--- config.mk ---
export PLATFORM = sky130hd
export DESIGN_NAME = pdh_mul
export DESIGN_NICKNAME = d
export VERILOG_FILES = /design/src/design/assert_macros.svh /design/src/design/pdh_mul.sv
export SDC_FILE = /design/constraint.sdc
export NUM_CORES = 2
export LEC_CHECK = 0
export ABC_AREA = 1
export BUFFER_PORTS_ARGS = -buffer_cell sky130_fd_sc_hd__clkbuf_2
export CORE_ASPECT_RATIO = 1.5
export CORE_UTILIZATION = 35
export CTS_BUF_LIST = sky130_fd_sc_hd__clkbuf_8
export DETAILED_ROUTE_END_ITERATION = 8
export SLEW_MARGIN = 10
export SYNTH_ARGS = -nofsm -noshare
export SYNTH_HDL_FRONTEND = slang
export SYNTH_SLANG_ARGS = --single-unit
--- constraint.sdc ---
create_clock -name clk -period 7.8 [get_ports clk]
set_clock_uncertainty 0.05 [all_clocks]
set_input_delay 1.56 -clock clk [delete_from_list [all_inputs] [get_ports clk]]
set_output_delay 1.56 -clock clk [all_outputs]
set_load 0.01 [all_outputs]
--- src/design/assert_macros.svh ---
// Assertion macros shared by the heading/thrust controller RTL.
// Each macro expects clk and rst_n in scope at the point of use.
`ifndef ASSERT_MACROS_SVH
`define ASSERT_MACROS_SVH

`ifndef NO_ASSERTIONS
`define PDH_CHECK(lbl, prop) \
    lbl: assert property (@(posedge clk) disable iff (!rst_n) (prop)) \
        else $error("pdh check failed");
`define PDH_IMPLY(lbl, pre, post) \
    lbl: assert property (@(posedge clk) disable iff (!rst_n) (pre) |-> (post)) \
        else $error("pdh implication failed");
`else
`define PDH_CHECK(lbl, prop)
`define PDH_IMPLY(lbl, pre, post)
`endif

`endif

--- src/design/pdh_mul.sv ---
// Shared 32x32 unsigned multiplier with registered product.
// Depends on nothing beyond the clock.
`default_nettype none

module pdh_mul (
    input  wire logic        clk,
    input  wire logic [31:0] a,
    input  wire logic [31:0] b,
    output logic [63:0]      prod
);

    logic [63:0] prod_reg;

    always_ff @(posedge clk)
    begin
        prod_reg <= a * b;
    end

    assign prod = prod_reg;

endmodule

`default_nettype wire

==> impl_metrics.prom <==
# TYPE chip_impl_metric gauge
chip_impl_metric{name="maximum_number_of_pins_on_one_net_before_global_route_repair",unit=""} 29
chip_impl_metric{name="totalNegativeSetupSlack",unit="ns"} 0
chip_impl_info{name="outcome",value="finished, final reports clean"} 1
chip_impl_metric{name="fin_crit_sh",unit=""} 0.9723
chip_impl_metric{name="synth_cell_type_count",unit=""} 23
chip_impl_info{name="cell_with_the_most_instances_after_synthesis",value="sky130_fd_sc_hd__inv_1"} 1
chip_impl_metric{name="grt_first_pass_wirelength",unit="mm"} 177.7
chip_impl_metric{name="final_estimated_routing_congestion_in_global_placement",unit=""} 0.9157
chip_impl_info{name="clock_tree_from_tritoncts",value="done"} 1
chip_impl_metric{name="synth_cells",unit=""} 5023
chip_impl_metric{name="yosys-mux-area-fraction",unit=""} 0
chip_impl_metric{name="complex_gate_fraction_of_the_synthesized_area",unit=""} 0.008531
chip_impl_info{name="synth_top_family_by_area",value="adder cells"} 1
chip_impl_metric{name="async_reset_ff_frac",unit=""} 0
chip_impl_metric{name="layout-drive-gt1-share",unit=""} 0.1088
chip_impl_metric{name="stdcell_count",unit=""} 6722
chip_impl_metric{name="max_stage_delay",unit="ns"} 0.57
chip_impl_metric{name="synth_simple_gate_area_frac",unit=""} 0.1880
chip_impl_metric{name="post-place-ws",unit="ns"} -0.4397
chip_impl_metric{name="grt_overflow_total",unit=""} 0
chip_impl_metric{name="numCtsBuffers",unit=""} 9
chip_impl_metric{name="timing_hold_violations_final",unit=""} 0
chip_impl_metric{name="hold_buffers",unit=""} 0
chip_impl_metric{name="finish.net_count",unit=""} 6532
chip_impl_metric{name="placeableCoreArea",unit="sq um"} 105800
chip_impl_metric{name="largest_register_ffs",unit=""} 64
chip_impl_metric{name="post-route-min-period",unit="ns"} 7.584
chip_impl_info{name="timing.hold.worst.class",value="input pin to flop"} 1
chip_impl_metric{name="crit_required",unit="ns"} 8.02
chip_impl_metric{name="rows",unit=""} 146
chip_impl_metric{name="antenna_left",unit=""} 0
chip_impl_metric{name="synth-edff-count",unit=""} 0
chip_impl_info{name="crit_type",value="input pin to flop"} 1
chip_impl_metric{name="area.growth.synth_to_final",unit="%"} 14.40
chip_impl_metric{name="clock_sink_count",unit=""} 64
chip_impl_metric{name="start_util",unit=""} 0.3536
chip_impl_metric{name="path_max_fanout",unit=""} 8
chip_impl_metric{name="layout.filler_cells",unit=""} 10850
chip_impl_metric{name="globalRouteTotalUtil",unit=""} 0.2116
chip_impl_metric{name="dpl_cell_area",unit="sq um"} 42380
chip_impl_metric{name="synth_sequential_area_ratio",unit=""} 0.03426
chip_impl_info{name="most_frequent_cell_on_critical_path",value="sky130_fd_sc_hd__fa_1"} 1
chip_impl_metric{name="die_area",unit="sq um"} 108200
chip_impl_metric{name="yosys_warnings",unit=""} 0
chip_impl_metric{name="grt_antenna_before_repair",unit=""} 4
chip_impl_info{name="worst_setup_path_end_kind",value="flop"} 1
chip_impl_metric{name="first_global_vias",unit=""} 33340
chip_impl_info{name="worst_path_dominant_cell_family",value="adder cells"} 1
chip_impl_info{name="crit_path_start_kind",value="input pin"} 1
chip_impl_info{name="synthTopCellsByArea",value="sky130_fd_sc_hd__fa_1 48%, sky130_fd_sc_hd__inv_1 17%, sky130_fd_sc_hd__nand2_1 16%"} 1
chip_impl_metric{name="place.port_buffers",unit=""} 128
chip_impl_metric{name="maxSlewViolCount",unit=""} 0
chip_impl_metric{name="post_drt_via_cell_ratio",unit=""} 4.517
chip_impl_info{name="crit_chain",value="clkbuf_2 > buf_4 > nand2_1 > inv_1 > fa_1 > inv_1 > fa_1 > fa_1 > fa_1 > inv_1 > fa_1 > fa_1 > fa_1 > fa_1 > ha_1 > nand2_1 > nor2_2 > inv_1 > nor3_1 > nand2_1 > nand2_2 > nand2_1 > nand3_1 > nand2_1"} 1
chip_impl_metric{name="synth.top_cell.area_share",unit=""} 0.4796
chip_impl_info{name="cp_slowest_cell",value="sky130_fd_sc_hd__fa_1"} 1
chip_impl_metric{name="finalInstanceArea",unit="sq um"} 42790
chip_impl_metric{name="share_of_synthesized_cell_area_in_full_adder_half_adder_and_majority_cells",unit=""} 0.5676
chip_impl_info{name="netlist.top_cell.by_area",value="sky130_fd_sc_hd__fa_1"} 1
chip_impl_info{name="yosys_most_used_dff",value="sky130_fd_sc_hd__dfxtp_1"} 1
chip_impl_metric{name="max_cap_violation_count",unit=""} 0
chip_impl_metric{name="synth_fp_nets",unit=""} 6247
chip_impl_metric{name="cp_num_buf_inv",unit=""} 6
chip_impl_info{name="clock_tree.root_cell",value="sky130_fd_sc_hd__clkbuf_8"} 1
chip_impl_metric{name="fmaxAchievable",unit="MHz"} 131.9
chip_impl_metric{name="post_synthesis_xor_xnor_area_fraction",unit=""} 0.008196
chip_impl_metric{name="timing_worst_slew_pin_value",unit="ns"} 0.5851
chip_impl_metric{name="first_iter_violations",unit=""} 1550
chip_impl_metric{name="dr_total_vias",unit=""} 30360
chip_impl_metric{name="boundary_pin_count",unit=""} 129
chip_impl_metric{name="die_width",unit="microns"} 268.9
chip_impl_metric{name="max-clock-path-buffers",unit=""} 2
chip_impl_metric{name="crit_arrival",unit="ns"} 7.80
chip_impl_info{name="synth.cells.most_frequent",value="1,723 x sky130_fd_sc_hd__inv_1, 1,566 x sky130_fd_sc_hd__nand2_1, 896 x sky130_fd_sc_hd__fa_1, 263 x sky130_fd_sc_hd__ha_1, 192 x sky130_fd_sc_hd__clkbuf_1"} 1
chip_impl_metric{name="floorplan.die.height",unit="microns"} 402.4
chip_impl_metric{name="dr.pass1.iters",unit=""} 5
chip_impl_metric{name="setup_viol",unit=""} 0
chip_impl_metric{name="clock_tree.htree_level_count",unit=""} 3
chip_impl_metric{name="max-slew-margin-rel",unit=""} 0.6099
chip_impl_metric{name="routedWlPerCell",unit="microns"} 16.03
chip_impl_metric{name="setup_slack",unit="ns"} 0.2160
chip_impl_metric{name="drc",unit=""} 0
chip_impl_metric{name="ys_seq_elements",unit=""} 64
chip_impl_metric{name="drt_wl_total",unit="mm"} 107.7
chip_impl_metric{name="hpwlAfterDp",unit="mm"} 97.89
chip_impl_metric{name="dp.cells",unit=""} 6703
chip_impl_metric{name="syn_area",unit="sq um"} 37400
chip_impl_metric{name="avgSynthCellArea",unit="sq um"} 7.446
chip_impl_metric{name="clkTransAtPathRegs",unit="ns"} 0.09
[final cells by class]
class,count,area [sq um],share of cell area
timing repair buffer,466,3971,0.09282
sequential,64,1281,0.02994
multi-input combinational,3032,29030,0.6785
tap,1406,1759,0.04111
inverter,1735,6513,0.1522
clock buffer,9,123.9,0.002895
clock inverter,7,101.3,0.002369
antenna,3,7.507,0.0001755
[worst paths after layout]
path / end / slack (ns) / start / cells after the start
worst max-delay path: prod[46] / 0.22 / a[20] / 24
worst min-delay path: prod[0] / 1.92 / b[0] / 4
[stage by stage]
step,hold WS (ns),utilization
6_report,1.922,0.4045
5_1_grt,1.962,0.4045
4_1_cts,1.896,0.4028
3_5_place_dp,1.896,0.4007
3_3_place_gp,1.900,0.4007
2_1_floorplan,1.608,-
[repair_timing]
item                                    4_1_cts  5_1_grt
gates resized for setup                       1       52
setup buffers                                 0        0
endpoints found under the setup margin        1       39
[cell families (layout without fill, tap and decap cells)]
group | Yosys count | count (layout)
XOR/XNOR | 35 | 35
AND/OR/NAND/NOR | 1781 | 1781
buffers and inverters | 1927 | 2217
other | 0 | 3
adder cells (fa/ha/maj) | 1159 | 1159
flip-flops | 64 | 64
AO/OA/AOI/OAI | 57 | 57
[placed cells by master (no fill, tap or decap), types with 16 or more instances in the layout]
master / count
sky130_fd_sc_hd__clkbuf_2: 121
sky130_fd_sc_hd__nor2_1: 70
sky130_fd_sc_hd__xor2_1: 33
sky130_fd_sc_hd__nor2_2: 22
sky130_fd_sc_hd__a21oi_1: 38
sky130_fd_sc_hd__nand2_2: 20
sky130_fd_sc_hd__ha_1: 256
sky130_fd_sc_hd__fa_1: 892
sky130_fd_sc_hd__dfxtp_1: 64
sky130_fd_sc_hd__nand2_1: 1561
sky130_fd_sc_hd__nand4_1: 16
sky130_fd_sc_hd__nand3_1: 56
sky130_fd_sc_hd__buf_4: 273
sky130_fd_sc_hd__buf_12: 61
sky130_fd_sc_hd__inv_1: 1723
[layer usage]
layer / part of all wire / wire (microns) / global-route usage / vias up
li1: - / - / - / 14190
met1: 0.39 / 42530 / 0.2570 / 15340
met2: 0.54 / 58050 / 0.3950 / 672
met3: 0.036 / 3871 / 0.01444 / 157
met4: 0.030 / 3251 / 0.06011 / 4
met5: 0.00025 / 27 / 0 / -
Power is not shown: default switching activity piles up to over one toggle a cycle in this logic, so the estimate is an artifact.
