[config.mk]
export PLATFORM = sky130hd
export DESIGN_NAME = pdh_cordic
export DESIGN_NICKNAME = d
export VERILOG_FILES = /design/src/design/assert_macros.svh /design/src/design/pdh_pkg.sv /design/src/design/pdh_cordic.sv
export SDC_FILE = /design/constraint.sdc
export NUM_CORES = 1
export LEC_CHECK = 0
export BUFFER_PORTS_ARGS = -buffer_cell sky130_fd_sc_hd__buf_2
export CORE_MARGIN = 2
export CORE_UTILIZATION = 30
export DETAILED_ROUTE_END_ITERATION = 6
export PLACE_DENSITY_LB_ADDON = 0.12
export SLEW_MARGIN = 10
export SYNTH_ARGS = -nofsm -noshare
export SYNTH_HDL_FRONTEND = slang
export SYNTH_SLANG_ARGS = --single-unit
[constraint.sdc]
create_clock -name clk -period 9.7 [get_ports clk]
set_clock_uncertainty 0.2 [all_clocks]
set_input_delay 0.97 -clock clk [delete_from_list [all_inputs] [get_ports clk]]
set_output_delay 0.97 -clock clk [all_outputs]
set_load 0.005 [all_outputs]
[src/design/assert_macros.svh]
// Assertion macros shared by the heading/thrust controller RTL.
// Each macro expects clk and rst_n in scope at the point of use.
`ifndef ASSERT_MACROS_SVH
`define ASSERT_MACROS_SVH

`ifndef NO_ASSERTIONS
`define PDH_CHECK(lbl, prop) \
    lbl: assert property (@(posedge clk) disable iff (!rst_n) (prop)) \
        else $error("pdh check failed");
`define PDH_IMPLY(lbl, pre, post) \
    lbl: assert property (@(posedge clk) disable iff (!rst_n) (pre) |-> (post)) \
        else $error("pdh implication failed");
`else
`define PDH_CHECK(lbl, prop)
`define PDH_IMPLY(lbl, pre, post)
`endif

`endif

[src/design/pdh_pkg.sv]
// Shared types, constants and the arctangent table for the heading/thrust controller.
// No dependencies.
`default_nettype none

package pdh_pkg;

    localparam int CORDIC_STEPS = 16;
    localparam int CSTEPS = (CORDIC_STEPS > 32) ? 32 : CORDIC_STEPS;

    localparam int XW = 37;     // CORDIC x/y datapath
    localparam int ZW = 36;     // Q30 angle datapath

    localparam logic signed [ZW-1:0] PI_Q30      = 36'sd3373259426;
    localparam logic signed [ZW-1:0] HALF_PI_Q30 = 36'sd1686629713;
    localparam logic signed [XW-1:0] GAIN_Q30    = 37'sd652032874;
    localparam logic [63:0] PROD_LIMIT = 64'h4000_0000_0000_0000;

    typedef struct packed {
        logic start;
        logic is_div;
    } ssu_cmd_t;

    typedef struct packed {
        logic start;
        logic vectoring;
    } cordic_cmd_t;

    function automatic logic [29:0] atan_q30(input logic [4:0] i);
        logic [29:0] r;
        case (i)
            5'd0:  r = 30'd843314857;
            5'd1:  r = 30'd497837829;
            5'd2:  r = 30'd263043837;
            5'd3:  r = 30'd133525159;
            5'd4:  r = 30'd67021687;
            5'd5:  r = 30'd33543516;
            5'd6:  r = 30'd16775851;
            5'd7:  r = 30'd8388437;
            5'd8:  r = 30'd4194283;
            5'd9:  r = 30'd2097149;
            5'd10: r = 30'd1048576;
            5'd11: r = 30'd524288;
            5'd12: r = 30'd262144;
            5'd13: r = 30'd131072;
            5'd14: r = 30'd65536;
            5'd15: r = 30'd32768;
            5'd16: r = 30'd16384;
            5'd17: r = 30'd8192;
            5'd18: r = 30'd4096;
            5'd19: r = 30'd2048;
            5'd20: r = 30'd1024;
            5'd21: r = 30'd512;
            5'd22: r = 30'd256;
            5'd23: r = 30'd128;
            5'd24: r = 30'd64;
            5'd25: r = 30'd32;
            5'd26: r = 30'd16;
            5'd27: r = 30'd8;
            5'd28: r = 30'd4;
            5'd29: r = 30'd2;
            5'd30: r = 30'd1;
            default: r = 30'd0;
        endcase
        return r;
    endfunction

endpackage

`default_nettype wire

[src/design/pdh_cordic.sv]
// One-step-per-cycle CORDIC, vectoring (atan2) or rotation (sin/cos) mode.
// Uses pdh_pkg for widths, step count and the arctangent table.
`default_nettype none

module pdh_cordic
    import pdh_pkg::*;
(
    input  wire logic                 clk,
    input  wire logic                 rst_n,
    input  wire cordic_cmd_t          cmd,
    input  wire logic signed [XW-1:0] x0,
    input  wire logic signed [XW-1:0] y0,
    input  wire logic signed [ZW-1:0] z0,
    output logic signed [XW-1:0]      x,
    output logic signed [XW-1:0]      y,
    output logic signed [ZW-1:0]      z,
    output logic                      done
);

    localparam int IDX_W = (CSTEPS > 1) ? $clog2(CSTEPS) : 1;

    logic signed [XW-1:0] x_reg, y_reg, x_next, y_next, xs, ys;
    logic signed [ZW-1:0] z_reg, z_next, at;
    logic [IDX_W-1:0]     idx_reg, idx_next;
    logic                 busy_reg, busy_next;
    logic                 done_reg, done_next;
    logic                 vec_reg;
    logic                 plus, active;

    always_comb
    begin
        xs     = x_reg >>> idx_reg;
        ys     = y_reg >>> idx_reg;
        at     = ZW'(atan_q30(5'(idx_reg)));
        // vectoring drives y to zero; rotation drives z to zero
        plus   = vec_reg ? y_reg[XW-1] : !z_reg[ZW-1];
        active = vec_reg ? (y_reg != '0) : 1'b1;

        x_next    = x_reg;
        y_next    = y_reg;
        z_next    = z_reg;
        idx_next  = idx_reg;
        busy_next = busy_reg;
        done_next = 1'b0;
        if (cmd.start)
        begin
            x_next    = x0;
            y_next    = y0;
            z_next    = z0;
            idx_next  = '0;
            busy_next = 1'b1;
        end
        else if (busy_reg)
        begin
            if (active)
            begin
                if (plus)
                begin
                    x_next = x_reg - ys;
                    y_next = y_reg + xs;
                    z_next = z_reg - at;
                end
                else
                begin
                    x_next = x_reg + ys;
                    y_next = y_reg - xs;
                    z_next = z_reg + at;
                end
            end
            idx_next = idx_reg + 1'b1;
            if (idx_reg == IDX_W'(CSTEPS - 1))
            begin
                busy_next = 1'b0;
                done_next = 1'b1;
            end
        end
    end

    always_ff @(posedge clk or negedge rst_n)
    begin
        if (!rst_n)
        begin
            busy_reg <= 1'b0;
            done_reg <= 1'b0;
            idx_reg  <= '0;
        end
        else
        begin
            busy_reg <= busy_next;
            done_reg <= done_next;
            idx_reg  <= idx_next;
        end
    end

    always_ff @(posedge clk)
    begin
        x_reg <= x_next;
        y_reg <= y_next;
        z_reg <= z_next;
        if (cmd.start)
        begin
            vec_reg <= cmd.vectoring;
        end
    end

    assign x    = x_reg;
    assign y    = y_reg;
    assign z    = z_reg;
    assign done = done_reg;

endmodule

`default_nettype wire

==> impl_metrics.py, run 1 <==
metrics = {
    "finish": {
        "nNetsFinal": 2491,
        "syn_to_final_growth_pct": 12.8,
        "layout-drive-gt1-share": 0.190,
        "layout.area.seq_um2": 3500,
        "multiInputGateArea_um2": 13400,
        "nFillCells": 6171,
        "antennaDiodeCount": 0,
    },
    "worst_setup_path": {
        "worst-path-stages": 20,
        "crit_slowest_cell": "a2111oi_0",
        "crit_path_start_kind": "flip-flop",
        "worst-path-buf-inv": 1,
        "cp_max_fo": 56,
        "criticalPathCategory": "reg2reg",
        "r2r_cells": 20,
        "arrival_ps": 7530,
        "setup.worst_path.end_class": "flip-flop",
        "worstPathRequired_ps": 9740,
        "cpPeakStageDelay_ps": 910,
        "path_delay_family": "compound AO/OA/AOI/OAI gates",
        "cp_cell_sequence": "clkinv_1 -> ha_1 -> nor2b_1 -> o31ai_1 -> nor2_2 -> nand4_1 -> or3b_2 -> and2_1 -> a221oi_1 -> nor2_1 -> a211oi_1 -> ha_1 -> nand3_1 -> or2_2 -> a2111oi_0 -> o21ai_0 -> a21oi_1 -> o21ai_0 -> a21o_1 -> a31o_2",
    },
    "logic_synthesis": {
        "yosysUniqueCellTypes": 95,
        "synth_most_common_cell": "nand2_1",
        "synthTopCellsByCount": "nand2_1, o21ai_0, a21oi_1",
        "synth_seq_cells": 117,
        "synth_top_area_cell": "edfxtp_1",
        "synth_top_area_share": 0.188,
        "syn_area_per_cell_um2": 8.40,
        "synth-async-reset-ratio": 0.0513,
        "syn_inst": 2110,
        "yosys_most_used_dff": "edfxtp_1",
        "yosysWarnings": 0,
        "synth_fp_nets": 2346,
        "synthTopCellsByArea": "edfxtp_1, ha_1, mux4_2",
        "ys_seq_area_frac": 0.196,
        "netlist_area_um2": 17700,
        "synth_edf_count": 111,
    },
    "job": {
        "drv_cap": 0,
    },
    "run_status": {
        "status": "complete, no violations",
    },
    "min_path": {
        "hp-class": "in2async",
    },
    "timing": {
        "rsz0062_at_grt": "no",
        "relSlewSlack": 0.266,
        "min_period_over_period": 0.772,
        "timing.hold.ws_ps": 104,
        "finalSetupTns_ps": 0,
        "drv_slew": 0,
        "period_needed_ps": 7490,
        "setup_viol": 0,
        "finalHoldViolations": 0,
        "worstMarginPinSlew_ps": 1070,
        "fmax_mhz": 133,
    },
    "global_routing": {
        "antenna_found_initial": 2,
        "grt_first_pass_wirelength_um": 101000,
        "grt_max_degree": 86,
        "grt_pass1_vias": 16900,
        "overflow": 0,
        "grt_util_all_layers": 0.217,
    },
    "route": {
        "dr.pass1.iters": 5,
        "wl_um": 66500,
        "vias": 17300,
        "ant_nets": 0,
        "wl_per_cell_um": 21.9,
        "drt_iter0_drc": 1136,
        "drc": 0,
        "viasPerCell": 5.69,
    },
    "place": {
        "numPortBuffers": 224,
        "place_congestion": 0.888,
        "dp_hpwl_um": 51200,
    },
    "cts": {
        "cts_htree_levels": 4,
        "cts_tree": "done",
        "postCtsResizedCells": 0,
        "numCtsBuffers": 17,
        "post_cts_buffers": 0,
        "cts-root-buf": "clkbuf_16",
        "clkTransAtPathRegs_ps": 60,
        "worstSkewPairLatency_ps": 490,
        "ctsHoldBuffers": 0,
        "clock_path_buffers": 2,
        "cts.sinks": 117,
    },
    "floorplanning": {
        "initial_core_util": 0.302,
        "die_area_um2": 61100,
        "die_h_um": 247,
        "io-pin-count": 225,
        "core_area_um2": 58700,
        "rows": 89,
        "die_w_um": 247,
    },
}
final cells by class:
cell class,instances,area share
Multi-Input combinational cell,1810,0.670
Clock inverter,13,0.00913
Sequential cell,117,0.175
Tap cell,773,0.0483
Inverter,64,0.0120
Timing Repair Buffer,245,0.0642
Clock buffer,19,0.0216
cell families after synthesis:
family                     share of synthesized area
AOI/OAI and AO/OA                              0.261
xor gates and xnor gates                      0.0766
adders and majority gates                     0.0874
buffers and inverters                         0.0483
DFF                                            0.196
muxes                                          0.154
and+or+nand+nor                                0.177
routing by layer:
layer | share of wire | GRT usage | wire [µm] | vias to the layer above
li1 | - | - | - | 8342
met1 | 0.43 | 0.274 | 28900 | 8383
met2 | 0.50 | 0.375 | 33000 | 493
met3 | 0.045 | 0.0317 | 3020 | 77
met4 | 0.024 | 0.0728 | 1590 | 4
met5 | 0.00038 | 0 | 25 | -
stage by stage:
| step | setup WS (ps) | area [µm²] | std cells | util |
|---|---|---|---|---|
| final | 2210 | 20000 | 3041 | 0.341 |
| after global routing | 1640 | 20000 | 3041 | 0.341 |
| after CTS | 2210 | 20000 | 3041 | 0.341 |
| after detailed placement | 2270 | 19400 | 3009 | 0.330 |
| after global placement | 2390 | 19400 | 3009 | 0.330 |
| after floorplan | 3420 | 17700 | 2110 | - |
worst reg2reg max path, stage by stage, from the launching register on:
cell and delay (ps):
dfrtp_4 900, clkinv_1 820, ha_1 630, nor2b_1 140
o31ai_1 120, nor2_2 200, nand4_1 140, or3b_2 510
and2_1 230, a221oi_1 240, nor2_1 80, a211oi_1 260
ha_1 250, nand3_1 150, or2_2 320, a2111oi_0 910
o21ai_0 320, a21oi_1 260, o21ai_0 140, a21o_1 190
a31o_2 220
layout by cell type (no fill, tap or decap), types with 10 or more instances in the layout:
cell type	instances
a2111oi_0	23
a211oi_1	41
a21o_1	59
a21oi_1	157
a31oi_1	19
and2_1	15
and3_1	19
buf_2	223
buf_4	21
clkbuf_16	17
edfxtp_1	111
ha_1	119
inv_1	59
mux2_2	49
mux2i_1	72
mux4_2	61
nand2_1	236
nand2b_1	32
nand3_1	35
nand4_1	14
nor2_1	136
nor2b_1	29
nor3_1	43
nor3b_1	10
nor4_1	14
o211ai_1	23
o21a_1	38
o21ai_0	170
o21bai_1	12
o31ai_1	38
or2_2	10
xnor2_1	81
xor2_1	74
final timing paths:
| check | startpoint | to | slack (ps) |
|---|---|---|---|
| setup / recovery | idx_reg[0] | z[33] | 2210 |
| hold / removal | rst_n | idx_reg[2] | 100 |
| setup reg to reg | idx_reg[0] | z[33] | 2210 |
| hold reg to reg | idx_reg[1] | idx_reg[1] | 420 |
| max in group asynchronous | rst_n | idx_reg[0] | 9030 |
| min in group clk | idx_reg[1] | idx_reg[1] | 420 |
Power of run 1 is not shown: default switching activity piles up to over one toggle a cycle in this logic, so the estimate is an artifact.
==> inputs of run 2 (changes only) <==
Clock period 9.7 ns to 7.2 ns, I/O delays scaled along.
==> impl_metrics.py, run 2 (synthesized netlist as in run 1, its figures left out) <==
metrics = {
    "run_status": {
        "status": "complete, no violations",
    },
    "floorplanning": {
        "core_area_um2": 58700,
        "die_h_um": 247,
        "die_area_um2": 61100,
        "rows": 89,
        "initial_core_util": 0.302,
        "die_w_um": 247,
        "io-pin-count": 225,
    },
    "worst_setup_path": {
        "criticalPathCategory": "reg2reg",
        "setup.worst_path.end_class": "flip-flop",
        "reg2reg_slack_ps": 490,
        "cp_max_fo": 25,
        "r2r-end": "z[33]",
        "startpoint": "idx_reg[2]",
        "r2r_start": "idx_reg[2]",
        "r2r_cells": 19,
        "arrival_ps": 6780,
        "worstSetupEndpoint": "z[33]",
        "worstPathRequired_ps": 7270,
        "crit_path_start_kind": "flip-flop",
    },
    "timing": {
        "finalHoldViolations": 0,
        "setup_viol": 0,
        "period_needed_ps": 6710,
        "min_period_over_period": 0.932,
        "fmax_mhz": 149,
        "relSlewSlack": 0.292,
        "drv_slew": 0,
        "worstMarginPinSlew_ps": 1040,
        "rsz0062_at_grt": "no",
        "finalSetupTns_ps": 0,
    },
    "cts": {
        "cts-root-buf": "clkbuf_16",
        "clkTransAtPathRegs_ps": 70,
        "cts_htree_levels": 4,
        "cts.sinks": 117,
        "clock_path_buffers": 2,
        "cts_tree": "done",
        "postCtsResizedCells": 0,
        "numCtsBuffers": 17,
        "post_cts_buffers": 0,
        "ctsHoldBuffers": 1,
        "worstSkewPairLatency_ps": 500,
    },
    "finish": {
        "nFillCells": 6213,
        "layout.area.seq_um2": 3500,
        "layout-drive-gt1-share": 0.197,
        "syn_to_final_growth_pct": 14.0,
        "multiInputGateArea_um2": 13400,
        "nNetsFinal": 2510,
        "layout_common_cells": "nand2_1, buf_2, o21ai_0, a21oi_1, nor2_1",
        "final_common_cell": "nand2_1",
    },
    "place": {
        "place_congestion": 0.902,
        "dp_hpwl_um": 52800,
        "numPortBuffers": 224,
    },
    "global_routing": {
        "antenna_found_initial": 2,
        "grt_first_pass_wirelength_um": 102000,
        "grt_max_degree": 88,
        "grt_pass1_vias": 17000,
        "overflow": 0,
        "grt_util_all_layers": 0.220,
    },
    "job": {
        "drv_cap": 0,
    },
    "min_path": {
        "hold_depth": 1,
        "hp-class": "in2reg",
    },
    "route": {
        "wl_per_cell_um": 22.1,
        "viasPerCell": 5.72,
        "wl_um": 67800,
        "drt_iter0_drc": 1119,
        "vias": 17500,
        "dr.pass1.iters": 5,
        "drc": 0,
        "ant_nets": 0,
    },
}
[run 2: cell count changes in the layout (fill, tap and decap cells not counted), sizes merged]
| cell | change |
|---|---|
| dlygate4sd3 | +1 |
| diode | +1 |
| bufinv | +1 |
| clkbuf | -2 |
| inv | +2 |
| clkinvlp | -3 |
| buf | +18 |
| clkinv | +2 |
[run 2: worst max-delay path, stage by stage, from the launching register on]
cell and delay (ps):
dfrtp_4 610, or2_1 670, nand2_1 180, and2_1 260, inv_1 170, nand4_1 130, or3b_2 520, and2_1 230
a221oi_1 260, nor2_1 80, a211oi_1 330, ha_1 280, nand3_1 150, or2_2 320, a2111oi_0 880, o21ai_0 340
a21oi_1 290, o21ai_0 160, a21o_1 190, a31o_2 220
[run 2: per-stage QoR]
stage | setup WS, ps | hold WS, ps | util | cells | cell area [µm²]
2_1_floorplan | 920 | 224 | - | 2110 | 17700
6_report | 490 | 194 | 0.344 | 3061 | 20200
3_5_place_dp | 658 | 368 | 0.333 | 3027 | 19500
4_1_cts | 616 | 158 | 0.344 | 3060 | 20200
5_1_grt | 125 | 170 | 0.344 | 3061 | 20200
3_3_place_gp | 690 | 365 | 0.333 | 3027 | 19500
[run 2: metal layers]
layer,vias to the layer above,global-route usage,share of wire
li1,8376,-,-
met1,8522,0.275,0.43
met2,519,0.386,0.50
met3,82,0.0298,0.043
met4,0,0.0753,0.026
met5,-,0,0
[run 2: worst min-delay path by stage]
stage,startpoint,endpoint,slack (ps)
final,cmd[0],vec_reg,190
after global routing,cmd[0],vec_reg,170
after CTS,cmd[0],vec_reg,160
after detailed placement,rst_n,done,370
after global placement,rst_n,done,360
after floorplan,rst_n,busy_reg,220
[run 2: final cells by class]
cell class / instances / share of cell area
tap: 773 / 0.0478
multi-input combinational: 1810 / 0.663
inverter: 64 / 0.0119
sequential: 117 / 0.173
clock inverter: 15 / 0.0113
clock buffer: 17 / 0.0210
antenna: 1 / 0.000124
timing repair buffer: 264 / 0.0720
Power of run 2 is left out for the same reason.
