**src/design/assert_macros.svh**
```systemverilog
// Assertion macros shared by the heading/thrust controller RTL.
// Each macro expects clk and rst_n in scope at the point of use.
`ifndef ASSERT_MACROS_SVH
`define ASSERT_MACROS_SVH

`ifndef NO_ASSERTIONS
`define PDH_CHECK(lbl, prop) \
    lbl: assert property (@(posedge clk) disable iff (!rst_n) (prop)) \
        else $error("pdh check failed");
`define PDH_IMPLY(lbl, pre, post) \
    lbl: assert property (@(posedge clk) disable iff (!rst_n) (pre) |-> (post)) \
        else $error("pdh implication failed");
`else
`define PDH_CHECK(lbl, prop)
`define PDH_IMPLY(lbl, pre, post)
`endif

`endif

```
**src/design/pdh_pkg.sv**
```systemverilog
// Shared types, constants and the arctangent table for the heading/thrust controller.
// No dependencies.
`default_nettype none

package pdh_pkg;

    localparam int CORDIC_STEPS = 16;
    localparam int CSTEPS = (CORDIC_STEPS > 32) ? 32 : CORDIC_STEPS;

    localparam int XW = 37;     // CORDIC x/y datapath
    localparam int ZW = 36;     // Q30 angle datapath

    localparam logic signed [ZW-1:0] PI_Q30      = 36'sd3373259426;
    localparam logic signed [ZW-1:0] HALF_PI_Q30 = 36'sd1686629713;
    localparam logic signed [XW-1:0] GAIN_Q30    = 37'sd652032874;
    localparam logic [63:0] PROD_LIMIT = 64'h4000_0000_0000_0000;

    typedef struct packed {
        logic start;
        logic is_div;
    } ssu_cmd_t;

    typedef struct packed {
        logic start;
        logic vectoring;
    } cordic_cmd_t;

    function automatic logic [29:0] atan_q30(input logic [4:0] i);
        logic [29:0] r;
        case (i)
            5'd0:  r = 30'd843314857;
            5'd1:  r = 30'd497837829;
            5'd2:  r = 30'd263043837;
            5'd3:  r = 30'd133525159;
            5'd4:  r = 30'd67021687;
            5'd5:  r = 30'd33543516;
            5'd6:  r = 30'd16775851;
            5'd7:  r = 30'd8388437;
            5'd8:  r = 30'd4194283;
            5'd9:  r = 30'd2097149;
            5'd10: r = 30'd1048576;
            5'd11: r = 30'd524288;
            5'd12: r = 30'd262144;
            5'd13: r = 30'd131072;
            5'd14: r = 30'd65536;
            5'd15: r = 30'd32768;
            5'd16: r = 30'd16384;
            5'd17: r = 30'd8192;
            5'd18: r = 30'd4096;
            5'd19: r = 30'd2048;
            5'd20: r = 30'd1024;
            5'd21: r = 30'd512;
            5'd22: r = 30'd256;
            5'd23: r = 30'd128;
            5'd24: r = 30'd64;
            5'd25: r = 30'd32;
            5'd26: r = 30'd16;
            5'd27: r = 30'd8;
            5'd28: r = 30'd4;
            5'd29: r = 30'd2;
            5'd30: r = 30'd1;
            default: r = 30'd0;
        endcase
        return r;
    endfunction

endpackage

`default_nettype wire

```
**src/design/pdh_ssu.sv**
```systemverilog
// Shift-subtract unit: bit-serial square root (64-bit radicand) and
// restoring division (48-bit numerator by 32-bit divisor). Uses pdh_pkg.
`default_nettype none

module pdh_ssu
    import pdh_pkg::*;
(
    input  wire logic        clk,
    input  wire logic        rst_n,
    input  wire ssu_cmd_t    cmd,
    input  wire logic [63:0] operand,   // radicand, or numerator left-aligned
    input  wire logic [31:0] divisor,
    output logic [47:0]      result,
    output logic             done
);

    logic [34:0] rem_reg, rem_next;
    logic [63:0] sh_reg, sh_next;
    logic [47:0] q_reg, q_next;
    logic [31:0] den_reg;
    logic [5:0]  cnt_reg, cnt_next;
    logic        is_div_reg;
    logic        done_reg, done_next;
    logic [34:0] cand, trial, diff;
    logic        ge;

    always_comb
    begin
        cand  = is_div_reg ? {2'b00, rem_reg[31:0], sh_reg[63]}
                           : {rem_reg[32:0], sh_reg[63:62]};
        trial = is_div_reg ? {3'b000, den_reg} : {1'b0, q_reg[31:0], 2'b01};
        ge    = (cand >= trial);
        diff  = cand - trial;

        rem_next  = rem_reg;
        sh_next   = sh_reg;
        q_next    = q_reg;
        cnt_next  = cnt_reg;
        done_next = 1'b0;
        if (cmd.start)
        begin
            rem_next = '0;
            sh_next  = operand;
            q_next   = '0;
            cnt_next = cmd.is_div ? 6'd48 : 6'd32;
        end
        else if (cnt_reg != 6'd0)
        begin
            rem_next  = ge ? diff : cand;
            q_next    = {q_reg[46:0], ge};
            sh_next   = is_div_reg ? {sh_reg[62:0], 1'b0} : {sh_reg[61:0], 2'b00};
            cnt_next  = cnt_reg - 6'd1;
            done_next = (cnt_reg == 6'd1);
        end
    end

    always_ff @(posedge clk or negedge rst_n)
    begin
        if (!rst_n)
        begin
            cnt_reg  <= '0;
            done_reg <= 1'b0;
        end
        else
        begin
            cnt_reg  <= cnt_next;
            done_reg <= done_next;
        end
    end

    always_ff @(posedge clk)
    begin
        rem_reg <= rem_next;
        sh_reg  <= sh_next;
        q_reg   <= q_next;
        if (cmd.start)
        begin
            is_div_reg <= cmd.is_div;
            den_reg    <= divisor;
        end
    end

    assign result = q_reg;
    assign done   = done_reg;

endmodule

`default_nettype wire

```
**config.mk**
```make
export PLATFORM = sky130hd
export DESIGN_NAME = pdh_ssu
export DESIGN_NICKNAME = d
export VERILOG_FILES = /design/src/design/assert_macros.svh /design/src/design/pdh_pkg.sv /design/src/design/pdh_ssu.sv
export SDC_FILE = /design/constraint.sdc
export NUM_CORES = 1
export LEC_CHECK = 0
export ABC_AREA = 1
export BUFFER_PORTS_ARGS = -buffer_cell sky130_fd_sc_hd__buf_2
export CAP_MARGIN = 20
export CELL_PAD_IN_SITES_DETAIL_PLACEMENT = 1
export CELL_PAD_IN_SITES_GLOBAL_PLACEMENT = 1
export CORE_MARGIN = 2
export CORE_UTILIZATION = 39
export CTS_BUF_LIST = sky130_fd_sc_hd__clkbuf_2
export CTS_CLUSTER_DIAMETER = 50
export DETAILED_ROUTE_END_ITERATION = 8
export MAX_ROUTING_LAYER = met4
export PLACE_DENSITY_LB_ADDON = 0.1
export SETUP_SLACK_MARGIN = 0.1
export SYNTH_ARGS = -nofsm -noshare
export SYNTH_HDL_FRONTEND = slang
export SYNTH_SLANG_ARGS = --single-unit
```
**constraint.sdc**
```tcl
create_clock -name clk -period 3.35 [get_ports clk]
set_input_delay 0.67 -clock clk [delete_from_list [all_inputs] [get_ports clk]]
set_output_delay 0.67 -clock clk [all_outputs]
set_load 0.02 [all_outputs]
```
==> impl_metrics.json, run 1 <==
{
  "status": "finished, final reports clean",
  "dieArea_um2": 28800,
  "synth_edf_count": 97,
  "fin_crit_ns": 3.20,
  "vias": 10400,
  "post_drt_wl_per_cell_um": 17.3,
  "whs_ns": 0.112,
  "antenna_found_initial": 1,
  "gp_congestion": 0.870,
  "maxClockFrequency_mhz": 313,
  "yosysTopAreaCell": "edfxtp_1",
  "cts.reportedPaths.clkPinSlew_ns": 0.35,
  "clk_latency_ns": 0.79,
  "synthArstFlopShare": 0.0378,
  "area_delta_synth_final_pct": 17.8,
  "setup_tns_ns": 0,
  "ys_seq_area_frac": 0.440,
  "worst_slew_pin_slew_ns": 0.752,
  "vdd_drop_max_mv": 0.238,
  "io_buffers": 148,
  "syn_inst": 1487,
  "yosysUniqueCellTypes": 37,
  "leakagePower_uw": 0.00609,
  "cts-root-buf": "clkbuf_2",
  "fin_cells": 2015,
  "dp_cells": 1931,
  "cp_slowest_cell": "edfxtp_1",
  "fillCellCount": 3429,
  "final_antenna_net_count": 0,
  "hold_viol": 0,
  "max-cap-violations": 0,
  "critPathKind": "reg -> reg",
  "cts_sinks": 185,
  "setup_violations": 0,
  "cts_tree": "done",
  "critPathLaunchType": "flip-flop",
  "drc_errors": 0,
  "wl_um": 34900,
  "ys_ff_latch": 185,
  "rows": 60,
  "initial_core_util": 0.397,
  "cp.arrival_ns": 3.91,
  "yosys_warnings": 0,
  "cp-end-kind": "flip-flop",
  "grt_usage": 0.244,
  "synthFlopType": "edfxtp_1",
  "grt_pass1_vias": 10200,
  "htree_levels": 4,
  "syn-mean-instance-area_um2": 7.20,
  "path_max_fanout": 47,
  "ios": 149,
  "skew_ns": 0.0574,
  "powerDensity_nw_per_um2": 646,
  "required_ns": 4.06,
  "synth_top_area_frac": 0.272,
  "syn-num-nets": 1624,
  "num-nets-final": 1797,
  "cpMostUsedCell": "nand2_1",
  "drive_gt1_frac": 0.152,
  "cp_slowest_stage_delay_ns": 0.52,
  "crit_chain": "inv_4 > buf_12 > o21ai_0 > ha_1 > nand2_1 > nand2_1 > nand2_1 > nand2_1 > inv_1 > nand2_1 > nand2_1 > nand2_1 > nor2_4 > nand2_8 > nor2_8 > nand2_1 > nand3_1",
  "cts_buffer_depth": 2,
  "hp-class": "in -> reg",
  "grt_start_max_net_pins": 75,
  "die_w_um": 170,
  "rsz0062_at_grt": "true",
  "die_y_um": 170,
  "drt_first_pass_iters": 5,
  "drtIter0Drc": 623,
  "core_area_um2": 27000,
  "largest_reg_flops": 64,
  "numCtsBuffers": 17,
  "gr-total-overflow": 0,
  "synthesis.area_um2": 10700,
  "fin_crit_sh": 0.954,
  "grt_pass1_wl_um": 53700,
  "slew_viol_final": 0,
  "via_per_inst": 5.17,
  "maxSlewHeadroom": 0.498,
  "ys_top_cells_by_area": "edfxtp_1 27%, nand2_1 18%, dfxtp_1 15%, a21oi_1 6.7%, inv_1 6.6%",
  "hpwl_um": 25200
}
cell usage in the layout, fill, tap and decap left out, drive strengths merged, types with 3 or more instances in the layout:
| master | count |
|---|---|
| nand2 | 507 |
| inv | 199 |
| buf | 181 |
| a21oi | 145 |
| nor2 | 122 |
| edfxtp | 97 |
| nand3 | 90 |
| dfxtp | 81 |
| o21ai | 54 |
| o22ai | 47 |
| ha | 36 |
| dlygate4sd3 | 34 |
| clkbuf | 19 |
| xor2 | 15 |
| nand3b | 7 |
| dfrtp | 7 |
| nor3 | 5 |
| clkinv | 5 |
| or2 | 3 |
| xnor2 | 3 |
| o21bai | 3 |
| nand4 | 3 |
synthesized netlist by cell type, types with 4 or more instances:
library cell / count
edfxtp_1: 97
dfxtp_1: 81
ha_1: 36
nand3b_1: 7
o22ai_1: 47
a21oi_1: 144
inv_1: 188
buf_1: 10
buf_6: 6
clkbuf_1: 45
xor2_1: 15
nor3_1: 5
o21ai_0: 54
nand2_1: 501
nor2_1: 116
dfrtp_1: 7
nand2_2: 4
nand3_1: 90
cells by family after synthesis:
family	after synthesis	synth area share
simple gates	739	0.282
fa+ha+maj	37	0.0440
flops	185	0.440
xor+xnor	18	0.0147
buf+inv	255	0.0942
compound gates	253	0.126
layer usage:
metal  track usage  up-vias  part of all wire
li1              -     5150                 -
met2         0.355      234              0.44
met4        0.0535        0             0.011
met3        0.0448       27             0.047
met5             -        -                 0
met1         0.352     5009              0.50
repair_timing:
action	CTS	global route
endpoints found under the hold margin	16	24
pin swaps	4	9
hold buffers	10	24
buffers inserted	5	9
resized for setup	2	31
cloned	2	1
setup endpoints to repair	24	34
final cells by class:
class                      instances  area (um^2)  area share
tap                              341          427      0.0338
multi-input combinational       1049         5080       0.403
inverter                         191          722      0.0573
timing repair buffer             216         1400       0.111
sequential                       185         4710       0.374
antenna                            1         2.50    0.000198
clock buffer                      18         90.1     0.00715
clock inverter                    14          171      0.0136
worst max-delay path, delay by kind of cell (launching register included):
family          cells  cell delay [ns]
compound gates      1             0.48
flops               1             0.52
fa+ha+maj           1             0.42
simple gates       12             1.36
buf+inv             3             0.33
power breakdown:
group | switching, uW | internal, uW
combinational | 2580 | 1330
sequential | 213 | 2750
clock | 939 | 327
worst paths after layout:
check | from | to | depth (start not counted) | slack, ns
max | is_div_reg | rem_reg[18] | 17 | 0.15
max in group asynchronous | rst_n | cnt_reg[3] | 2 | 2.94
min reg2reg | rem_reg[31] | rem_reg[31] | 2 | 0.47
max reg2reg | is_div_reg | rem_reg[18] | 17 | 0.15
min | operand[0] | sh_reg[0] | 3 | 0.11
min in group asynchronous | rst_n | done | 2 | 0.22
per-stage QoR:
stage / instance area (um^2) / setup WS (ns) / total power (uW) / utilization
6_report: 12600 / 0.154 / 8140 / 0.468
5_1_grt: 12600 / 0.0650 / 8770 / 0.468
4_1_cts: 12200 / 0.118 / 7960 / 0.452
3_5_place_dp: 11800 / 0.0173 / 6590 / 0.437
3_3_place_gp: 11800 / 0.130 / 6520 / 0.437
2_1_floorplan: 10700 / 0.568 / 5520 / -
Power figures use the tool's default switching activity.
==> run 2: changes to the inputs <==
ABC_AREA = unset   (was 1)
CORE_UTILIZATION = 41   (was 39)
==> run 2 against run 1 <==
The run now ends with negative setup slack left. Via count is 16% lower. Clock power is essentially flat. Non-clock buffer count up 100. Core utilization up 8.2 points. Fmax decreased by 15%. Flip-flop and latch count did not move. Critical path depth decreased by 3. Die area is 10% lower. Routed wire length decreased by 20%. Combinational power is 37% higher. Clock-buffer cell count down 1. Hold slack better by 0.0028 ns. Highest routed layer unchanged.
==> impl_metrics.json, run 2 <==
{
  "status": "complete, but fails checks",
  "violations": "negative setup slack",
  "maxClockFrequency_mhz": 266,
  "drive_gt1_frac": 0.325,
  "drt_first_pass_iters": 4,
  "cpLargestDelayFamily": "simple AND/OR/NAND/NOR gates",
  "worst_slew_pin_slew_ns": 1.03,
  "wl_met3_um": 666,
  "synthTopCellsByCount": "201 x nand2_1, 102 x mux2i_1, 97 x edfxtp_1, 93 x a21oi_1, 81 x dfxtp_1",
  "cp_slowest_stage_delay_ns": 0.54,
  "dp_cells": 1580,
  "setup_violations": 34,
  "post_drt_wl_per_cell_um": 16.7,
  "setup_tns_ns": -8.47,
  "layout_commonest_cell": "nand2_1",
  "gp_congestion": 0.828,
  "required_ns": 4.10,
  "hpwl_um": 19100,
  "area_delta_synth_final_pct": 31.9,
  "reg2reg_depth": 14,
  "vdd_drop_max_mv": 0.314,
  "path_max_fanout": 7,
  "ys_top_cells_by_area": "edfxtp_1 29%, dfxtp_1 16%, mux2i_1 10%, nand2_1 7.5%, a21oi_1 4.6%",
  "grt_pass1_vias": 9046,
  "hp-class": "in -> reg",
  "cp.depth": 14,
  "gr-total-overflow": 0,
  "fin_crit_ns": 3.76,
  "rows": 57,
  "grt_pass1_wl_um": 44200,
  "syn-num-nets": 1196,
  "fin_cells": 1667,
  "setup_ws_ns": -0.414,
  "yosysUniqueCellTypes": 58,
  "ys_ff_latch": 185,
  "yosysMostFrequentCell": "nand2_1",
  "yosys_warnings": 0,
  "hold_viol": 0,
  "layout_common_cells": "197 x nand2_1, 147 x buf_2, 110 x buf_4",
  "syn-mean-instance-area_um2": 9.53,
  "htree_levels": 4,
  "initial_core_util": 0.416,
  "leakagePower_uw": 0.00577,
  "drtIter0Drc": 367,
  "ys_seq_area_frac": 0.466,
  "drc_errors": 0,
  "cts_sinks": 185,
  "grt_usage": 0.214,
  "rsz0062_at_grt": "true",
  "fillCellCount": 2812,
  "wl_um": 27900,
  "cp.arrival_ns": 4.51,
  "core_area_um2": 24200,
  "synth_top_area_frac": 0.289,
  "clk_latency_ns": 0.80,
  "die_y_um": 161,
  "max-cap-violations": 0,
  "routedLengthMet1_um": 13300,
  "die_w_um": 161,
  "dieArea_um2": 25900,
  "antenna_found_initial": 1,
  "final_antenna_net_count": 0,
  "critPathKind": "reg -> reg",
  "ios": 149,
  "cts_tree": "done",
  "num-nets-final": 1466,
  "powerDensity_nw_per_um2": 719,
  "fin_crit_sh": 1.12,
  "hold_depth": 3,
  "crit_chain": "buf_6 > buf_6 > buf_16 > buf_8 > mux2i_2 > ha_1 > nand2_2 > or4_4 > or4_4 > o21ai_4 > a211oi_4 > buf_6 > or4_4 > a211oi_2",
  "numCtsBuffers": 17,
  "slew_viol_final": 0,
  "cts-root-buf": "clkbuf_2",
  "maxSlewHeadroom": 0.311,
  "largest_reg_flops": 64,
  "yosysTopAreaCell": "edfxtp_1",
  "synthFlopType": "edfxtp_1",
  "via_per_inst": 5.25,
  "syn_inst": 1059,
  "grt_start_max_net_pins": 64,
  "met2WireLength_um": 13700,
  "cts.reportedPaths.clkPinSlew_ns": 0.33,
  "top_layer_used": "met4",
  "vias": 8749,
  "cp_slowest_cell": "or4_4",
  "critical_path_buf_inv_count": 5,
  "io_buffers": 148,
  "cp-end-kind": "flip-flop",
  "skew_ns": 0.0618,
  "cts_buffer_depth": 2,
  "synth_edf_count": 97,
  "synthesis.area_um2": 10100,
  "critPathLaunchType": "flip-flop",
  "synthArstFlopShare": 0.0378
}
[run 2: cell count changes in the layout (fill, tap and decap cells not counted), sizes merged, moves of 52 or more]
cell and delta:
a21oi -52, buf +96, inv -183, mux2i +102
nand2 -305, nand3 -85, nor2 -59
[run 2: layout make-up]
cell class | count | area (um^2) | area share
tap | 324 | 405 | 0.0304
clock buffer | 17 | 85.1 | 0.00639
clock inverter | 15 | 183 | 0.0137
timing repair buffer | 316 | 2310 | 0.173
inverter | 9 | 33.8 | 0.00254
antenna | 1 | 2.50 | 0.000188
multi-input combinational | 800 | 5590 | 0.420
sequential | 185 | 4710 | 0.354
[run 2: cell families after synthesis]
family,after synthesis,synth area share
flops,185,0.466
fa+ha+maj,37,0.0466
buf+inv,74,0.0289
mux,135,0.138
xor+xnor,31,0.0269
compound gates,265,0.154
simple gates,332,0.139
[run 2: report_power, final]
group | switching [uW] | internal [uW] | leakage (uW)
clock network | 922 | 319 | 0.000150
logic | 2650 | 2720 | 0.00385
registers | 221 | 2750 | 0.00177
total | 3800 | 5790 | 0.00577
[run 2: path summary, 6_finish.rpt]
check | from | end | slack [ns]
worst max-delay path | is_div_reg | rem_reg[28] | -0.41
worst min-delay path | operand[23] | sh_reg[23] | 0.12
worst max register to register | is_div_reg | rem_reg[28] | -0.41
worst min register to register | result[45] | result[46] | 0.47
max in group asynchronous | rst_n | cnt_reg[1] | 2.96
min in group asynchronous | rst_n | cnt_reg[0] | 0.22
[run 2: worst reg2reg max path: stages (launching register included)]
cell and delay [ns]:
edfxtp_1 0.50, buf_6 0.14, buf_6 0.13, buf_16 0.14, buf_8 0.12, mux2i_2 0.14, ha_1 0.34, nand2_2 0.10
or4_4 0.53, or4_4 0.54, o21ai_4 0.16, a211oi_4 0.06, buf_6 0.16, or4_4 0.51, a211oi_2 0.18
[run 2: stage by stage]
stage | instance area, um^2 | total power [uW] | hold WS, ns | setup WS (ns) | util
2_1_floorplan | 10300 | 6020 | 0.374 | -0.0896 | -
3_3_place_gp | 12100 | 7490 | 0.455 | -0.238 | 0.497
3_5_place_dp | 12100 | 7580 | 0.455 | -0.353 | 0.497
4_1_cts | 12700 | 8970 | 0.00416 | -0.354 | 0.524
5_1_grt | 13300 | 10300 | 0.00579 | -0.538 | 0.549
6_report | 13300 | 9580 | 0.115 | -0.414 | 0.549
[run 2: what timing repair did]
action | CTS | global route
pin swaps | 6 | 39
hold buffers | 27 | 9
setup buffers | 5 | 10
hold endpoints to repair | 33 | 9
cloned | 1 | 2
endpoints found under the setup margin | 34 | 34
resized for setup | 12 | 80
[run 2: routing by layer]
layer / vias up / GRT usage
li1: 4357 / -
met1: 4275 / 0.282
met2: 102 / 0.354
met3: 15 / 0.0351
met4: 0 / 0.0345
met5: - / -
==> run 3: changes to the inputs <==
CTS_CLUSTER_DIAMETER = unset   (was 50)
SETUP_SLACK_MARGIN = 0.15   (was 0.1)
==> run 3 against run 2 <==
The flow still finishes with violations (negative setup slack). Critical endpoint unchanged. Worst setup slack got worse by 0.0017 ns. Cell count did not move. Non-clock buffer count did not move. Clock power barely moved. Die area did not move. Routed wire length fell by 0.17%.
==> impl_metrics.json, run 3 (synthesis results as in run 2) <==
{
  "drc_errors": 0,
  "clk_latency_ns": 0.80,
  "cts.reportedPaths.clkPinSlew_ns": 0.33,
  "cp.arrival_ns": 4.51,
  "status": "complete, but fails checks",
  "skew_ns": 0.0599,
  "layout_commonest_cell": "nand2_1",
  "required_ns": 4.10,
  "setup_tns_ns": -8.49,
  "top_layer_used": "met4",
  "setup_ws_ns": -0.415,
  "hp-class": "in -> reg",
  "vias": 8761,
  "layout_common_cells": "197 x nand2_1, 147 x buf_2, 110 x buf_4",
  "grt_usage": 0.214,
  "share_comb_of_total_power": 0.561,
  "largest_reg_flops": 64,
  "stdcell_area_um2": 13300,
  "post_drt_wl_per_cell_um": 16.7,
  "initial_core_util": 0.416,
  "gp_congestion": 0.828,
  "drt_first_pass_iters": 4,
  "p_sw_uw": 3800,
  "worst_slew_pin_slew_ns": 1.03,
  "violations": "negative setup slack",
  "met2WireLength_um": 13700,
  "rsz0062_at_grt": "true",
  "area_delta_synth_final_pct": 31.9,
  "rows": 57,
  "htree_levels": 4,
  "leakagePower_uw": 0.00577,
  "grt_pass1_wl_um": 44200,
  "wl_um": 27800,
  "critPathLaunchType": "flip-flop",
  "drive_gt1_frac": 0.325,
  "cts-root-buf": "clkbuf_2",
  "fin_crit_sh": 1.12,
  "cts_buffer_depth": 2,
  "gr-total-overflow": 0,
  "antenna_found_initial": 1,
  "routedLengthMet1_um": 13200,
  "numCtsBuffers": 17,
  "cts_sinks": 185,
  "hold_viol": 0,
  "maxClockFrequency_mhz": 266,
  "critPathKind": "reg -> reg",
  "internal_power_uw": 5790,
  "seqPwrFrac": 0.310,
  "p_sw_frac": 0.396,
  "hpwl_um": 19100,
  "slew_viol_final": 0,
  "place_ws_ns": -0.353,
  "num-nets-final": 1466,
  "maxSlewHeadroom": 0.314,
  "final_antenna_net_count": 0,
  "die_y_um": 161,
  "io_buffers": 148,
  "fin_crit_ns": 3.77,
  "setup_violations": 34,
  "core_area_um2": 24200,
  "path_max_fanout": 7,
  "grt_start_max_net_pins": 64,
  "die_w_um": 161,
  "cts_tree": "done",
  "cp-end-kind": "flip-flop",
  "place_area_um2": 12100,
  "grt_pass1_vias": 9046,
  "powerDensity_nw_per_um2": 720,
  "via_per_inst": 5.26,
  "max-cap-violations": 0,
  "ios": 149,
  "vdd_drop_max_mv": 0.314,
  "dieArea_um2": 25900,
  "drtIter0Drc": 369,
  "p_clk_frac": 0.129,
  "wl_met3_um": 747
}
==> run 3: cell counts in the layout (fill, tap and decap cells not counted) <==
Identical to the previous run, type by type.
==> run 3: worst paths after layout <==
check / depth (start not counted) / slack, ns / from / end
setup / recovery: 14 / -0.42 / is_div_reg / rem_reg[28]
hold / removal: 3 / 0.11 / operand[23] / sh_reg[23]
setup reg to reg: 14 / -0.42 / is_div_reg / rem_reg[28]
hold reg to reg: 2 / 0.47 / result[45] / result[46]
max in group asynchronous: 2 / 2.96 / rst_n / cnt_reg[1]
min in group asynchronous: 2 / 0.21 / rst_n / cnt_reg[0]
==> run 3: power groups by stage <==
stage               sequential, uW  combinational [uW]  clock (uW)
floorplan                     2950                3070           0
global placement              3000                4490           0
detailed placement            3010                4570           0
CTS                           2970                4720        1290
global route                  3010                5880        1380
finish                        2970                5370        1240
==> run 3: repair_timing <==
item                                    4_1_cts  5_1_grt
hold buffers                                 27        9
cloned                                        1        2
pin swaps                                     6       39
resized for setup                            12       80
hold endpoints to repair                     33        9
buffers inserted                              5       10
endpoints found under the setup margin       34       34
==> run 3: cell type report <==
class                      instances  area (um^2)
antenna                            1         2.50
clock buffer                      17         85.1
clock inverter                    15          183
fill                            2812        10900
inverter                           9         33.8
multi-input combinational        800         5590
sequential                       185         4710
tap                              324          405
timing repair buffer             316         2310
==> run 3: worst max-delay path: stages, from the launching register on <==
cell and delay [ns]:
edfxtp_1 0.50, buf_6 0.14, buf_6 0.13, buf_16 0.14
buf_8 0.12, mux2i_2 0.14, ha_1 0.34, nand2_2 0.10
or4_4 0.52, or4_4 0.54, o21ai_4 0.16, a211oi_4 0.06
buf_6 0.16, or4_4 0.51, a211oi_2 0.18
==> run 3: metrics by stage <==
step                std cells  utilization  hold slack (ns)  total power [uW]
finish                   1667        0.549            0.114              9580
global route             1667        0.549          0.00579             10300
CTS                      1645        0.524          0.00416              8970
detailed placement       1580        0.497            0.455              7580
global placement         1580        0.497            0.455              7490
floorplan                1059            -            0.374              6020
==> run 3: per-layer routing <==
metal  vias up  GRT usage
met3        15     0.0351
met5         -          -
met4         0     0.0345
met2       109      0.354
met1      4284      0.282
li1       4353          -
